`src/rtl/clcm_pkg.sv`:
```
// ----------------------------------------------------------------------------
// Colour light channel mixer - shared types, constants and microcode
// Datapath widths, operand and opcode encodings, constant-divider tables and
// the control store that sequences the HSV and white-mix calculations.
// ----------------------------------------------------------------------------
package clcm_pkg;

    localparam int DP_W      = 19;   // widest intermediate: sat * 1524
    localparam int PC_W      = 6;
    localparam int REC_SHIFT = 20;
    localparam int REC_W     = 14;
    localparam int DIV_W     = 11;
    localparam int QE_W      = DP_W + REC_W - REC_SHIFT;

    localparam logic [15:0] MIRED_COOL = 16'd153;
    localparam logic [15:0] MIRED_WARM = 16'd500;

    localparam logic [7:0]  LEVEL_RESET = 8'd254;
    localparam logic [15:0] MIRED_RESET = 16'd370;

    typedef logic [DP_W-1:0] dp_t;
    typedef logic [PC_W-1:0] pc_t;

    typedef enum logic [2:0] {
        ATTR_ONOFF = 3'd0,
        ATTR_LEVEL = 3'd1,
        ATTR_HUE   = 3'd2,
        ATTR_SAT   = 3'd3,
        ATTR_TEMP  = 3'd4
    } attr_t;

    typedef enum logic [2:0] {
        DV_254,
        DV_255,
        DV_347,
        DV_1524,
        DV_100
    } div_code_t;

    typedef struct packed {
        logic      start;
        div_code_t code;
    } div_req_t;

    typedef enum logic [3:0] {
        OP_NOP,
        OP_MUL,
        OP_SUB,
        OP_ADD,
        OP_PASS,
        OP_DIV,
        OP_BR_OFF,
        OP_BR_TEMP,
        OP_BR_SZERO,
        OP_OUT_ZERO,
        OP_OUT_GREY,
        OP_OUT_HSV,
        OP_OUT_WHITE
    } op_t;

    typedef enum logic [4:0] {
        SRC_ZERO,
        SRC_LEVEL,
        SRC_HUE,
        SRC_SAT,
        SRC_MOFF,
        SRC_X0,
        SRC_X1,
        SRC_X2,
        SRC_X3,
        SRC_X4,
        SRC_X5,
        SRC_DQ,
        SRC_DR,
        SRC_K6,
        SRC_K80,
        SRC_K100,
        SRC_K170,
        SRC_K200,
        SRC_K220,
        SRC_K255,
        SRC_K1524
    } src_t;

    typedef enum logic [2:0] {
        DST_X0,
        DST_X1,
        DST_X2,
        DST_X3,
        DST_X4,
        DST_X5
    } dst_t;

    typedef struct packed {
        op_t       op;
        src_t      a;
        src_t      b;
        dst_t      dst;
        div_code_t dv;
        pc_t       target;
    } ucode_t;

    localparam pc_t L_GREY = 6'd25;
    localparam pc_t L_OFF  = 6'd26;
    localparam pc_t L_TEMP = 6'd27;

    // floor(2^REC_SHIFT / d); estimate is exact or one low for x < 2^REC_SHIFT
    function automatic logic [REC_W-1:0] div_recip(div_code_t c);
        logic [REC_W-1:0] r;
        case (c)
            DV_254:  r = 14'd4128;
            DV_255:  r = 14'd4112;
            DV_347:  r = 14'd3021;
            DV_1524: r = 14'd688;
            DV_100:  r = 14'd10485;
            default: r = 14'd4112;
        endcase
        return r;
    endfunction

    function automatic logic [DIV_W-1:0] div_const(div_code_t c);
        logic [DIV_W-1:0] d;
        case (c)
            DV_254:  d = 11'd254;
            DV_255:  d = 11'd255;
            DV_347:  d = 11'd347;
            DV_1524: d = 11'd1524;
            DV_100:  d = 11'd100;
            default: d = 11'd255;
        endcase
        return d;
    endfunction

    function automatic ucode_t uc_alu(op_t op, src_t a, src_t b, dst_t d);
        ucode_t w;
        w = '{op: op, a: a, b: b, dst: d, dv: DV_255, target: '0};
        return w;
    endfunction

    function automatic ucode_t uc_div(src_t a, div_code_t c);
        ucode_t w;
        w = '{op: OP_DIV, a: a, b: SRC_ZERO, dst: DST_X0, dv: c, target: '0};
        return w;
    endfunction

    function automatic ucode_t uc_br(op_t op, pc_t t);
        ucode_t w;
        w = '{op: op, a: SRC_ZERO, b: SRC_ZERO, dst: DST_X0, dv: DV_255, target: t};
        return w;
    endfunction

    function automatic ucode_t uc_ctl(op_t op);
        ucode_t w;
        w = '{op: op, a: SRC_ZERO, b: SRC_ZERO, dst: DST_X0, dv: DV_255, target: '0};
        return w;
    endfunction

    // Divider results are readable after the divider's product and result registers.
    function automatic ucode_t ucode_rom(pc_t pc);
        ucode_t w;
        case (pc)
            // dispatch
            6'd0:  w = uc_br(OP_BR_OFF, L_OFF);
            6'd1:  w = uc_br(OP_BR_TEMP, L_TEMP);
            6'd2:  w = uc_br(OP_BR_SZERO, L_GREY);
            // hue/saturation
            6'd3:  w = uc_alu(OP_MUL, SRC_HUE, SRC_K6, DST_X0);
            6'd4:  w = uc_div(SRC_X0, DV_254);
            6'd5:  w = uc_alu(OP_SUB, SRC_K255, SRC_SAT, DST_X1);
            6'd6:  w = uc_alu(OP_PASS, SRC_DQ, SRC_ZERO, DST_X3);      // sextant
            6'd7:  w = uc_alu(OP_MUL, SRC_DR, SRC_K6, DST_X2);         // rem
            6'd8:  w = uc_alu(OP_MUL, SRC_LEVEL, SRC_X1, DST_X4);
            6'd9:  w = uc_div(SRC_X4, DV_255);
            6'd10: w = uc_alu(OP_MUL, SRC_SAT, SRC_X2, DST_X0);
            6'd11: w = uc_alu(OP_PASS, SRC_DQ, SRC_ZERO, DST_X1);      // p
            6'd12: w = uc_div(SRC_X0, DV_1524);
            6'd13: w = uc_alu(OP_SUB, SRC_K1524, SRC_X2, DST_X0);
            6'd14: w = uc_alu(OP_SUB, SRC_K255, SRC_DQ, DST_X4);
            6'd15: w = uc_alu(OP_MUL, SRC_SAT, SRC_X0, DST_X0);
            6'd16: w = uc_div(SRC_X0, DV_1524);
            6'd17: w = uc_alu(OP_MUL, SRC_LEVEL, SRC_X4, DST_X4);
            6'd18: w = uc_alu(OP_SUB, SRC_K255, SRC_DQ, DST_X0);
            6'd19: w = uc_div(SRC_X4, DV_255);
            6'd20: w = uc_alu(OP_MUL, SRC_LEVEL, SRC_X0, DST_X0);
            6'd21: w = uc_alu(OP_PASS, SRC_DQ, SRC_ZERO, DST_X2);      // q
            6'd22: w = uc_div(SRC_X0, DV_255);
            6'd23: w = uc_ctl(OP_NOP);
            6'd24: w = uc_ctl(OP_OUT_HSV);                             // t from divider
            6'd25: w = uc_ctl(OP_OUT_GREY);
            6'd26: w = uc_ctl(OP_OUT_ZERO);
            // colour temperature
            6'd27: w = uc_alu(OP_MUL, SRC_MOFF, SRC_K100, DST_X0);
            6'd28: w = uc_div(SRC_X0, DV_347);
            6'd29: w = uc_ctl(OP_NOP);
            6'd30: w = uc_alu(OP_MUL, SRC_LEVEL, SRC_DQ, DST_X0);
            6'd31: w = uc_alu(OP_SUB, SRC_K100, SRC_DQ, DST_X1);
            6'd32: w = uc_div(SRC_X0, DV_100);
            6'd33: w = uc_alu(OP_MUL, SRC_LEVEL, SRC_X1, DST_X0);
            6'd34: w = uc_alu(OP_PASS, SRC_DQ, SRC_ZERO, DST_X2);      // warm
            6'd35: w = uc_div(SRC_X0, DV_100);
            6'd36: w = uc_ctl(OP_NOP);
            6'd37: w = uc_alu(OP_PASS, SRC_DQ, SRC_ZERO, DST_X3);      // cool
            6'd38: w = uc_alu(OP_MUL, SRC_X3, SRC_K200, DST_X0);
            6'd39: w = uc_alu(OP_MUL, SRC_X2, SRC_K255, DST_X1);
            6'd40: w = uc_alu(OP_ADD, SRC_X0, SRC_X1, DST_X0);
            6'd41: w = uc_div(SRC_X0, DV_255);
            6'd42: w = uc_alu(OP_MUL, SRC_X3, SRC_K220, DST_X0);
            6'd43: w = uc_alu(OP_PASS, SRC_DQ, SRC_ZERO, DST_X4);      // pixel red
            6'd44: w = uc_alu(OP_MUL, SRC_X2, SRC_K170, DST_X1);
            6'd45: w = uc_alu(OP_ADD, SRC_X0, SRC_X1, DST_X0);
            6'd46: w = uc_div(SRC_X0, DV_255);
            6'd47: w = uc_alu(OP_MUL, SRC_X3, SRC_K255, DST_X0);
            6'd48: w = uc_alu(OP_PASS, SRC_DQ, SRC_ZERO, DST_X1);      // pixel green
            6'd49: w = uc_alu(OP_MUL, SRC_X2, SRC_K80, DST_X5);
            6'd50: w = uc_alu(OP_ADD, SRC_X0, SRC_X5, DST_X0);
            6'd51: w = uc_div(SRC_X0, DV_255);
            6'd52: w = uc_ctl(OP_NOP);
            6'd53: w = uc_ctl(OP_OUT_WHITE);                           // pixel blue from divider
            default: w = uc_ctl(OP_OUT_ZERO);
        endcase
        return w;
    endfunction

endpackage

```
`src/rtl/clcm_cdiv.sv`:
```
// ----------------------------------------------------------------------------
// Colour light channel mixer - constant divider
// Divides by one of a few fixed constants: reciprocal multiply into a
// register, then back-multiply and a single correction into a result register.
// ----------------------------------------------------------------------------
module clcm_cdiv (
    input  logic               aclk,
    input  clcm_pkg::div_req_t req,
    input  clcm_pkg::dp_t      x,
    output clcm_pkg::dp_t      q,
    output clcm_pkg::dp_t      r
);

    localparam int PROD_W = clcm_pkg::DP_W + clcm_pkg::REC_W;
    localparam int BACK_W = clcm_pkg::QE_W + clcm_pkg::DIV_W;

    logic [PROD_W-1:0]             prod_reg;
    clcm_pkg::dp_t                 x_reg;
    clcm_pkg::div_code_t           code_reg;
    logic [clcm_pkg::QE_W-1:0]     q_est;
    logic [BACK_W-1:0]             back;
    clcm_pkg::dp_t                 rem_est;
    clcm_pkg::dp_t                 dval;
    logic [clcm_pkg::QE_W-1:0]     q_next;
    clcm_pkg::dp_t                 r_next;
    clcm_pkg::dp_t                 q_reg;
    clcm_pkg::dp_t                 r_reg;

    always_ff @(posedge aclk) begin
        if (req.start) begin
            x_reg    <= x;
            code_reg <= req.code;
            prod_reg <= PROD_W'(x) * PROD_W'(clcm_pkg::div_recip(req.code));
        end
    end

    always_comb begin
        q_est   = prod_reg[PROD_W-1:clcm_pkg::REC_SHIFT];
        dval    = clcm_pkg::DP_W'(clcm_pkg::div_const(code_reg));
        back    = BACK_W'(q_est) * BACK_W'(clcm_pkg::div_const(code_reg));
        rem_est = x_reg - back[clcm_pkg::DP_W-1:0];
        if (rem_est >= dval) begin
            q_next = q_est + clcm_pkg::QE_W'(1);
            r_next = rem_est - dval;
        end else begin
            q_next = q_est;
            r_next = rem_est;
        end
    end

    always_ff @(posedge aclk) begin
        q_reg <= clcm_pkg::DP_W'(q_next);
        r_reg <= r_next;
    end

    assign q = q_reg;
    assign r = r_reg;

endmodule

```
`src/rtl/color_light_channel_mixer_core.sv`:
```
// The microcode sequence run from accept to result depends on the mode: off, zero
// saturation, hue/saturation or colour temperature.
// Transactions are not overlapped: a new one is taken the cycle after the sequencer
// hands over its result, since the multiplier and divider are shared.
// Foreign endpoints and unknown selectors are absorbed while idle, without starting the sequencer.
// Reset: light on, level 254, hue 0, saturation 0, 370 mireds, temperature mode.
// ----------------------------------------------------------------------------
// Colour light channel mixer core
// Stores light attributes and recomputes RGB and cool/warm white PWM duties
// plus an RGB pixel approximation using a microcoded datapath.
// ----------------------------------------------------------------------------
module color_light_channel_mixer_core (
    input  logic        aclk,
    input  logic        aresetn,
    input  logic        cfg_we,
    input  logic [15:0] cfg_wdata,   // light_endpoint
    input  logic        s_tvalid,
    output logic        s_tready,
    input  logic [31:0] s_tdata,     // [15:0] endpoint, [31:16] value
    input  logic [2:0]  s_tuser,     // [2:0] attribute
    output logic        m_tvalid,
    input  logic        m_tready,
    output logic [63:0] m_tdata      // red, green, blue, cool, warm duty,
                                     // pixel red, green, blue (8 bits each)
);

    typedef enum logic {
        ST_IDLE,
        ST_RUN
    } state_t;

    state_t               state_reg;
    clcm_pkg::pc_t        pc_reg;
    logic                 m_valid_reg;
    logic [15:0]          endpoint_reg;
    logic                 light_on_reg;
    logic [7:0]           level_reg;
    logic [7:0]           hue_reg;
    logic [7:0]           sat_reg;
    logic [15:0]          mired_reg;
    logic                 temp_sel_reg;

    clcm_pkg::dp_t        x0_reg, x1_reg, x2_reg, x3_reg, x4_reg, x5_reg;
    logic [7:0]           red_reg, green_reg, blue_reg, cool_reg, warm_reg;
    logic [7:0]           pix_r_reg, pix_g_reg, pix_b_reg;

    clcm_pkg::ucode_t     uw;
    clcm_pkg::dp_t        a_val, b_val, alu_res, div_q, div_r;
    clcm_pkg::dp_t        moff;
    logic [2*clcm_pkg::DP_W-1:0] mul_full;
    clcm_pkg::div_req_t   div_req;
    logic [15:0]          s_endpoint;
    logic [15:0]          s_value;
    clcm_pkg::attr_t      s_attr;
    logic                 attr_ok;
    logic                 hit;
    logic                 run;
    logic                 out_op;
    logic                 out_fire;
    logic                 alu_wr;
    logic [7:0]           hsv_r, hsv_g, hsv_b;
    logic [7:0]           t_val;

    assign s_endpoint = s_tdata[15:0];
    assign s_value    = s_tdata[31:16];
    assign s_attr     = clcm_pkg::attr_t'(s_tuser);
    assign s_tready   = (state_reg == ST_IDLE);
    assign run        = (state_reg == ST_RUN);

    always_comb begin
        case (s_attr)
            clcm_pkg::ATTR_ONOFF,
            clcm_pkg::ATTR_LEVEL,
            clcm_pkg::ATTR_HUE,
            clcm_pkg::ATTR_SAT,
            clcm_pkg::ATTR_TEMP: attr_ok = 1'b1;
            default:             attr_ok = 1'b0;
        endcase
    end

    assign hit = s_tvalid && s_tready && attr_ok && (s_endpoint == endpoint_reg);

    assign uw = clcm_pkg::ucode_rom(pc_reg);

    always_comb begin
        if (mired_reg < clcm_pkg::MIRED_COOL) begin
            moff = '0;
        end else if (mired_reg > clcm_pkg::MIRED_WARM) begin
            moff = clcm_pkg::DP_W'(clcm_pkg::MIRED_WARM - clcm_pkg::MIRED_COOL);
        end else begin
            moff = clcm_pkg::DP_W'(mired_reg - clcm_pkg::MIRED_COOL);
        end
    end

    function automatic clcm_pkg::dp_t pick(clcm_pkg::src_t s);
        clcm_pkg::dp_t v;
        case (s)
            clcm_pkg::SRC_ZERO:  v = '0;
            clcm_pkg::SRC_LEVEL: v = clcm_pkg::DP_W'(level_reg);
            clcm_pkg::SRC_HUE:   v = clcm_pkg::DP_W'(hue_reg);
            clcm_pkg::SRC_SAT:   v = clcm_pkg::DP_W'(sat_reg);
            clcm_pkg::SRC_MOFF:  v = moff;
            clcm_pkg::SRC_X0:    v = x0_reg;
            clcm_pkg::SRC_X1:    v = x1_reg;
            clcm_pkg::SRC_X2:    v = x2_reg;
            clcm_pkg::SRC_X3:    v = x3_reg;
            clcm_pkg::SRC_X4:    v = x4_reg;
            clcm_pkg::SRC_X5:    v = x5_reg;
            clcm_pkg::SRC_DQ:    v = div_q;
            clcm_pkg::SRC_DR:    v = div_r;
            clcm_pkg::SRC_K6:    v = clcm_pkg::DP_W'(6);
            clcm_pkg::SRC_K80:   v = clcm_pkg::DP_W'(80);
            clcm_pkg::SRC_K100:  v = clcm_pkg::DP_W'(100);
            clcm_pkg::SRC_K170:  v = clcm_pkg::DP_W'(170);
            clcm_pkg::SRC_K200:  v = clcm_pkg::DP_W'(200);
            clcm_pkg::SRC_K220:  v = clcm_pkg::DP_W'(220);
            clcm_pkg::SRC_K255:  v = clcm_pkg::DP_W'(255);
            clcm_pkg::SRC_K1524: v = clcm_pkg::DP_W'(1524);
            default:             v = '0;
        endcase
        return v;
    endfunction

    always_comb begin
        a_val    = pick(uw.a);
        b_val    = pick(uw.b);
        mul_full = {{clcm_pkg::DP_W{1'b0}}, a_val} * {{clcm_pkg::DP_W{1'b0}}, b_val};
        alu_wr   = 1'b0;
        out_op   = 1'b0;
        case (uw.op)
            clcm_pkg::OP_MUL: begin
                alu_res = mul_full[clcm_pkg::DP_W-1:0];
                alu_wr  = 1'b1;
            end
            clcm_pkg::OP_SUB: begin
                alu_res = a_val - b_val;
                alu_wr  = 1'b1;
            end
            clcm_pkg::OP_ADD: begin
                alu_res = a_val + b_val;
                alu_wr  = 1'b1;
            end
            clcm_pkg::OP_PASS: begin
                alu_res = a_val;
                alu_wr  = 1'b1;
            end
            clcm_pkg::OP_OUT_ZERO,
            clcm_pkg::OP_OUT_GREY,
            clcm_pkg::OP_OUT_HSV,
            clcm_pkg::OP_OUT_WHITE: begin
                alu_res = a_val;
                out_op  = 1'b1;
            end
            default: begin
                alu_res = a_val;
            end
        endcase
    end

    assign div_req.start = run && (uw.op == clcm_pkg::OP_DIV);
    assign div_req.code  = uw.dv;
    assign out_fire      = run && out_op && (!m_valid_reg || m_tready);

    clcm_cdiv u_cdiv (
        .aclk (aclk),
        .req  (div_req),
        .x    (a_val),
        .q    (div_q),
        .r    (div_r)
    );

    // sextant 6 (hue 254 or 255) falls into the last arm
    assign t_val = div_q[7:0];
    always_comb begin
        case (x3_reg[2:0])
            3'd0:    begin hsv_r = level_reg;   hsv_g = t_val;       hsv_b = x1_reg[7:0]; end
            3'd1:    begin hsv_r = x2_reg[7:0]; hsv_g = level_reg;   hsv_b = x1_reg[7:0]; end
            3'd2:    begin hsv_r = x1_reg[7:0]; hsv_g = level_reg;   hsv_b = t_val;       end
            3'd3:    begin hsv_r = x1_reg[7:0]; hsv_g = x2_reg[7:0]; hsv_b = level_reg;   end
            3'd4:    begin hsv_r = t_val;       hsv_g = x1_reg[7:0]; hsv_b = level_reg;   end
            default: begin hsv_r = level_reg;   hsv_g = x1_reg[7:0]; hsv_b = x2_reg[7:0]; end
        endcase
    end

    always_ff @(posedge aclk) begin
        if (!aresetn) begin
            state_reg    <= ST_IDLE;
            pc_reg       <= '0;
            m_valid_reg  <= 1'b0;
            endpoint_reg <= '0;
            light_on_reg <= 1'b1;
            level_reg    <= clcm_pkg::LEVEL_RESET;
            hue_reg      <= '0;
            sat_reg      <= '0;
            mired_reg    <= clcm_pkg::MIRED_RESET;
            temp_sel_reg <= 1'b1;
        end else begin
            if (cfg_we) begin
                endpoint_reg <= cfg_wdata;
            end
            if (m_valid_reg && m_tready && !out_fire) begin
                m_valid_reg <= 1'b0;
            end
            case (state_reg)
                ST_IDLE: begin
                    if (hit) begin
                        case (s_attr)
                            clcm_pkg::ATTR_ONOFF: light_on_reg <= s_value[0];
                            clcm_pkg::ATTR_LEVEL: level_reg <= s_value[7:0];
                            clcm_pkg::ATTR_HUE: begin
                                hue_reg      <= s_value[7:0];
                                temp_sel_reg <= 1'b0;
                            end
                            clcm_pkg::ATTR_SAT: begin
                                sat_reg      <= s_value[7:0];
                                temp_sel_reg <= 1'b0;
                            end
                            clcm_pkg::ATTR_TEMP: begin
                                mired_reg    <= s_value;
                                temp_sel_reg <= 1'b1;
                            end
                            default: ;
                        endcase
                        pc_reg    <= '0;
                        state_reg <= ST_RUN;
                    end
                end
                ST_RUN: begin
                    case (uw.op)
                        clcm_pkg::OP_BR_OFF:
                            pc_reg <= !light_on_reg ? uw.target : pc_reg + clcm_pkg::PC_W'(1);
                        clcm_pkg::OP_BR_TEMP:
                            pc_reg <= temp_sel_reg ? uw.target : pc_reg + clcm_pkg::PC_W'(1);
                        clcm_pkg::OP_BR_SZERO:
                            pc_reg <= (sat_reg == 8'd0) ? uw.target
                                                        : pc_reg + clcm_pkg::PC_W'(1);
                        clcm_pkg::OP_OUT_ZERO,
                        clcm_pkg::OP_OUT_GREY,
                        clcm_pkg::OP_OUT_HSV,
                        clcm_pkg::OP_OUT_WHITE: begin
                            if (out_fire) begin
                                m_valid_reg <= 1'b1;
                                state_reg   <= ST_IDLE;
                            end
                        end
                        default: pc_reg <= pc_reg + clcm_pkg::PC_W'(1);
                    endcase
                end
                default: state_reg <= ST_IDLE;
            endcase
        end
    end

    always_ff @(posedge aclk) begin
        if (run && alu_wr) begin
            case (uw.dst)
                clcm_pkg::DST_X0: x0_reg <= alu_res;
                clcm_pkg::DST_X1: x1_reg <= alu_res;
                clcm_pkg::DST_X2: x2_reg <= alu_res;
                clcm_pkg::DST_X3: x3_reg <= alu_res;
                clcm_pkg::DST_X4: x4_reg <= alu_res;
                clcm_pkg::DST_X5: x5_reg <= alu_res;
                default: ;
            endcase
        end
        if (out_fire) begin
            case (uw.op)
                clcm_pkg::OP_OUT_GREY: begin
                    red_reg   <= level_reg;
                    green_reg <= level_reg;
                    blue_reg  <= level_reg;
                    cool_reg  <= '0;
                    warm_reg  <= '0;
                    pix_r_reg <= level_reg;
                    pix_g_reg <= level_reg;
                    pix_b_reg <= level_reg;
                end
                clcm_pkg::OP_OUT_HSV: begin
                    red_reg   <= hsv_r;
                    green_reg <= hsv_g;
                    blue_reg  <= hsv_b;
                    cool_reg  <= '0;
                    warm_reg  <= '0;
                    pix_r_reg <= hsv_r;
                    pix_g_reg <= hsv_g;
                    pix_b_reg <= hsv_b;
                end
                clcm_pkg::OP_OUT_WHITE: begin
                    red_reg   <= '0;
                    green_reg <= '0;
                    blue_reg  <= '0;
                    cool_reg  <= x3_reg[7:0];
                    warm_reg  <= x2_reg[7:0];
                    pix_r_reg <= x4_reg[7:0];
                    pix_g_reg <= x1_reg[7:0];
                    pix_b_reg <= div_q[7:0];
                end
                default: begin
                    red_reg   <= '0;
                    green_reg <= '0;
                    blue_reg  <= '0;
                    cool_reg  <= '0;
                    warm_reg  <= '0;
                    pix_r_reg <= '0;
                    pix_g_reg <= '0;
                    pix_b_reg <= '0;
                end
            endcase
        end
    end

    assign m_tvalid = m_valid_reg;
    assign m_tdata  = {pix_b_reg, pix_g_reg, pix_r_reg, warm_reg,
                       cool_reg, blue_reg, green_reg, red_reg};

endmodule

```
`config.mk`:
```
export PLATFORM = sky130hd
export DESIGN_NAME = color_light_channel_mixer_core
export DESIGN_NICKNAME = d
export VERILOG_FILES = /design/src/rtl/clcm_pkg.sv /design/src/rtl/clcm_cdiv.sv /design/src/rtl/color_light_channel_mixer_core.sv
export SDC_FILE = /design/constraint.sdc
export NUM_CORES = 2
export LEC_CHECK = 0
export BUFFER_PORTS_ARGS = -buffer_cell sky130_fd_sc_hd__buf_4
export CORE_AREA = 2 2 304 306
export CTS_BUF_LIST = sky130_fd_sc_hd__clkbuf_8
export CTS_CLUSTER_DIAMETER = 50
export DETAILED_ROUTE_END_ITERATION = 8
export DIE_AREA = 0 0 306 308
export PLACE_DENSITY_LB_ADDON = 0.2
export REMOVE_ABC_BUFFERS = 1
export SLEW_MARGIN = 20
export SYNTH_ARGS = -nofsm -noshare
export SYNTH_HDL_FRONTEND = slang
export SYNTH_SLANG_ARGS = --single-unit
```
`constraint.sdc`:
```
create_clock -name aclk -period 11.8 [get_ports aclk]
set_input_delay 0.59 -clock aclk [delete_from_list [all_inputs] [get_ports aclk]]
set_output_delay 0.59 -clock aclk [all_outputs]
set_load 0.05 [all_outputs]
```
==> reports/results.ini <==
[route]
wl_microns = 122000
drc_errors = 0
antenna_left = 0
vias_per_cell = 5.61
routedWlPerCell_microns = 23.2
dr.pass1.iters = 7
drt_iter0_markers = 3020
vias = 29500

[worst_setup_path]
critPathMaxStageDelay_ns = 0.85
worstSetupStartpoint = uw[19]
cp-endpoint = u_cdiv.prod_reg[31]
rr_worst_depth = 30
timing.rr.start = uw[19]
worstPathArrival_ns = 10.03
crit_path_top_delay_cell = and2_1
crit_type = flip-flop to flip-flop
cp_max_fo = 23
cp-end-kind = flip-flop
worst_path_most_repeated_cell = fa_1
crit_path_start_kind = flip-flop
worstReg2RegEnd = u_cdiv.prod_reg[31]
regToRegSetupSlack_ns = 2.18
worst-endpoint-required_ns = 12.21

[cts]
cts_max_level = 2
cts-root-buf = clkbuf_8
clock_latency_ns = 0.70
postCtsSetupRepairBufs = 0
cts_tree = built
cts_max_path_buffers = 3
clock_sinks = 334
hold_buffers = 0
cts-resized-gates = 0
clk_pin_slew_ns = 0.06
cts_made_buffers = 59

[synthesis]
synth-edff-count = 213
ys_warn_count = 0
avgSynthCellArea_sq_um = 9.09
ys_ff_latch = 334
synthFlopType = edfxtp_1
synth.distinct_cells = 100
synth_cells = 3961
ys_async_sr_fraction = 0
yosysSeqAreaShare = 0.245
syn_area_sq_mm = 0.0360

[global_route]
grt_max_degree = 70
grt_pass1_vias = 29500
grt_use_total = 0.261
grt_pass1_wl_microns = 186000
grt_overflow = 0
antenna_found_initial = 3

[finish]
final_core_utilization = 0.435
layout_commonest_cell = inv_1
largest_reg_flops = 23
layout-drive-gt1-share = 0.0871
layout_common_cells = inv_1 (681), nand2_1 (416), fa_1 (384)
area_growth_pct = 9.86
nets = 4750
instances_no_fill = 5266
fin_area_sq_mm = 0.0396

[sta]
worst_slew_pin_slew_ns = 1.12
period_share = 0.815
setup_tns_ns = 0
fin_crit_ns = 9.62
slew_violations = 0
grt_setup_unrepaired = no
finalHoldViolCount = 0
finalSetupViolations = 0
hold_ws_ns = 0.126
final.setup.worst_slack_ns = 2.18
slew_headroom = 0.245
clock_skew_ns = 0.0563
fmax_ghz = 0.104

[power_and_ir_drop]
power.clock.fraction = 0.480
power_density_mw_per_mm2 = 61.7
vdd_drop_max_mv = 0.0853
seq_power_share = 0.505
p_sw_mw = 0.552
p_total_mw = 2.44
comb_power_share = 0.015
intPower_mw = 1.89
switching_share = 0.226
p_leak_nw = 17.8

[flow_run]
maxCapViolCount = 0

[die]
start_util = 0.396
die_w_microns = 306
fp.coreArea_sq_mm = 0.0910
die_y_microns = 308
ios = 122
row_count = 111
die-area_sq_mm = 0.0942

[min_path]
holdCritPathClass = input port to flip-flop
hold-path-cell-count = 3

[placement]
place_inst = 5152
dpl_cell_area_sq_mm = 0.0383
port_buffers = 121
place_ws_ns = 2.22
finalWeightedCongestion = 0.984
post-dp-hpwl_microns = 93700

[outcome]
status = finished, final reports clean

[power groups by stage]
stage	registers [mW]	logic, mW	clock network, mW
after floorplan	1.26	0.0126	0
after global placement	1.26	0.0372	0
after detailed placement	1.26	0.0372	0
after CTS	1.23	0.0373	1.19
after global routing	1.23	0.0397	1.24
final	1.23	0.0363	1.17
[worst max-delay path, delay by kind of cell (launching register included)]
| kind | cells | cell delay, ns |
|---|---|---|
| XOR/XNOR | 1 | 0.15 |
| AND/OR/NAND/NOR | 8 | 2.57 |
| buffers and inverters | 5 | 1.07 |
| flip-flops | 1 | 0.31 |
| AO/OA/AOI/OAI | 9 | 2.16 |
| adder cells (fa/ha/maj) | 7 | 3.00 |
[cell families (layout without fill, tap and decap cells)]
family | count (synthesis) | after routing | share of synthesized area
AO/OA/AOI/OAI | 680 | 680 | 0.134
multiplexers | 74 | 74 | 0.0212
AND/OR/NAND/NOR | 1190 | 1190 | 0.158
buffers and inverters | 856 | 973 | 0.0903
other | 0 | 2 | 0
flip-flops | 334 | 334 | 0.245
adder cells (fa/ha/maj) | 667 | 667 | 0.312
XOR/XNOR | 160 | 160 | 0.0397
[metal layers]
metal / track usage / wire length [microns] / vias up / part of all wire
met2: 0.427 / 56500 / 1372 / 0.46
met1: 0.351 / 51400 / 14500 / 0.42
met3: 0.0341 / 9030 / 294 / 0.074
li1: - / - / 13300 / -
met5: 0 / 13 / - / 0.00011
met4: 0.101 / 5390 / 2 / 0.044
[final cells by class]
type,instances,area (sq um)
diodes,2,5.00
clock buffers,67,922
clock inverters,45,364
fillers,9027,51400
inverters,670,2510
multi-input cells,2771,24000
flip-flops and latches,334,8820
well taps,1186,1480
repair buffers,191,1430
[synthesized netlist by cell type, types with 10 or more instances]
cell type	n	share of area
fa_1	384	0.21
a22oi_1	63	0.013
o31ai_1	13	0.0027
o21ai_0	104	0.014
ha_1	283	0.098
o211ai_1	15	0.0031
a222oi_1	13	0.0036
a21o_1	55	0.011
o22ai_1	22	0.0038
nand4_1	21	0.0036
a22o_1	24	0.0058
inv_1	660	0.069
buf_2	18	0.0025
xnor2_1	117	0.028
nor3_1	55	0.0076
a31oi_1	28	0.0049
nand2_1	416	0.043
a211oi_1	26	0.0054
or3_1	10	0.0017
o21a_1	26	0.0054
a21oi_1	128	0.018
mux2i_1	65	0.018
nand3b_1	11	0.0023
xor2_1	41	0.010
and3_1	45	0.0078
nor4_1	17	0.0030
clkbuf_1	157	0.016
nor2b_1	88	0.015
a2111oi_0	10	0.0024
nand2b_1	27	0.0047
o22a_1	15	0.0036
nor2_1	309	0.032
a21boi_0	23	0.0048
edfxtp_1	213	0.18
nor3b_1	17	0.0035
dfxtp_1	121	0.067
nand3_1	59	0.0082
and2_1	52	0.0090
o221ai_1	11	0.0027
or2_2	14	0.0024
[how the worst min path moves through the flow]
stage                       start             to
floorplan           mired_reg[13]  mired_reg[13]
global placement    mired_reg[13]  mired_reg[13]
detailed placement  mired_reg[13]  mired_reg[13]
CTS                   s_tdata[24]   mired_reg[8]
global route          s_tdata[24]   mired_reg[8]
finish                s_tdata[24]   mired_reg[8]
Note: power is estimated with default switching activity, not from simulation.
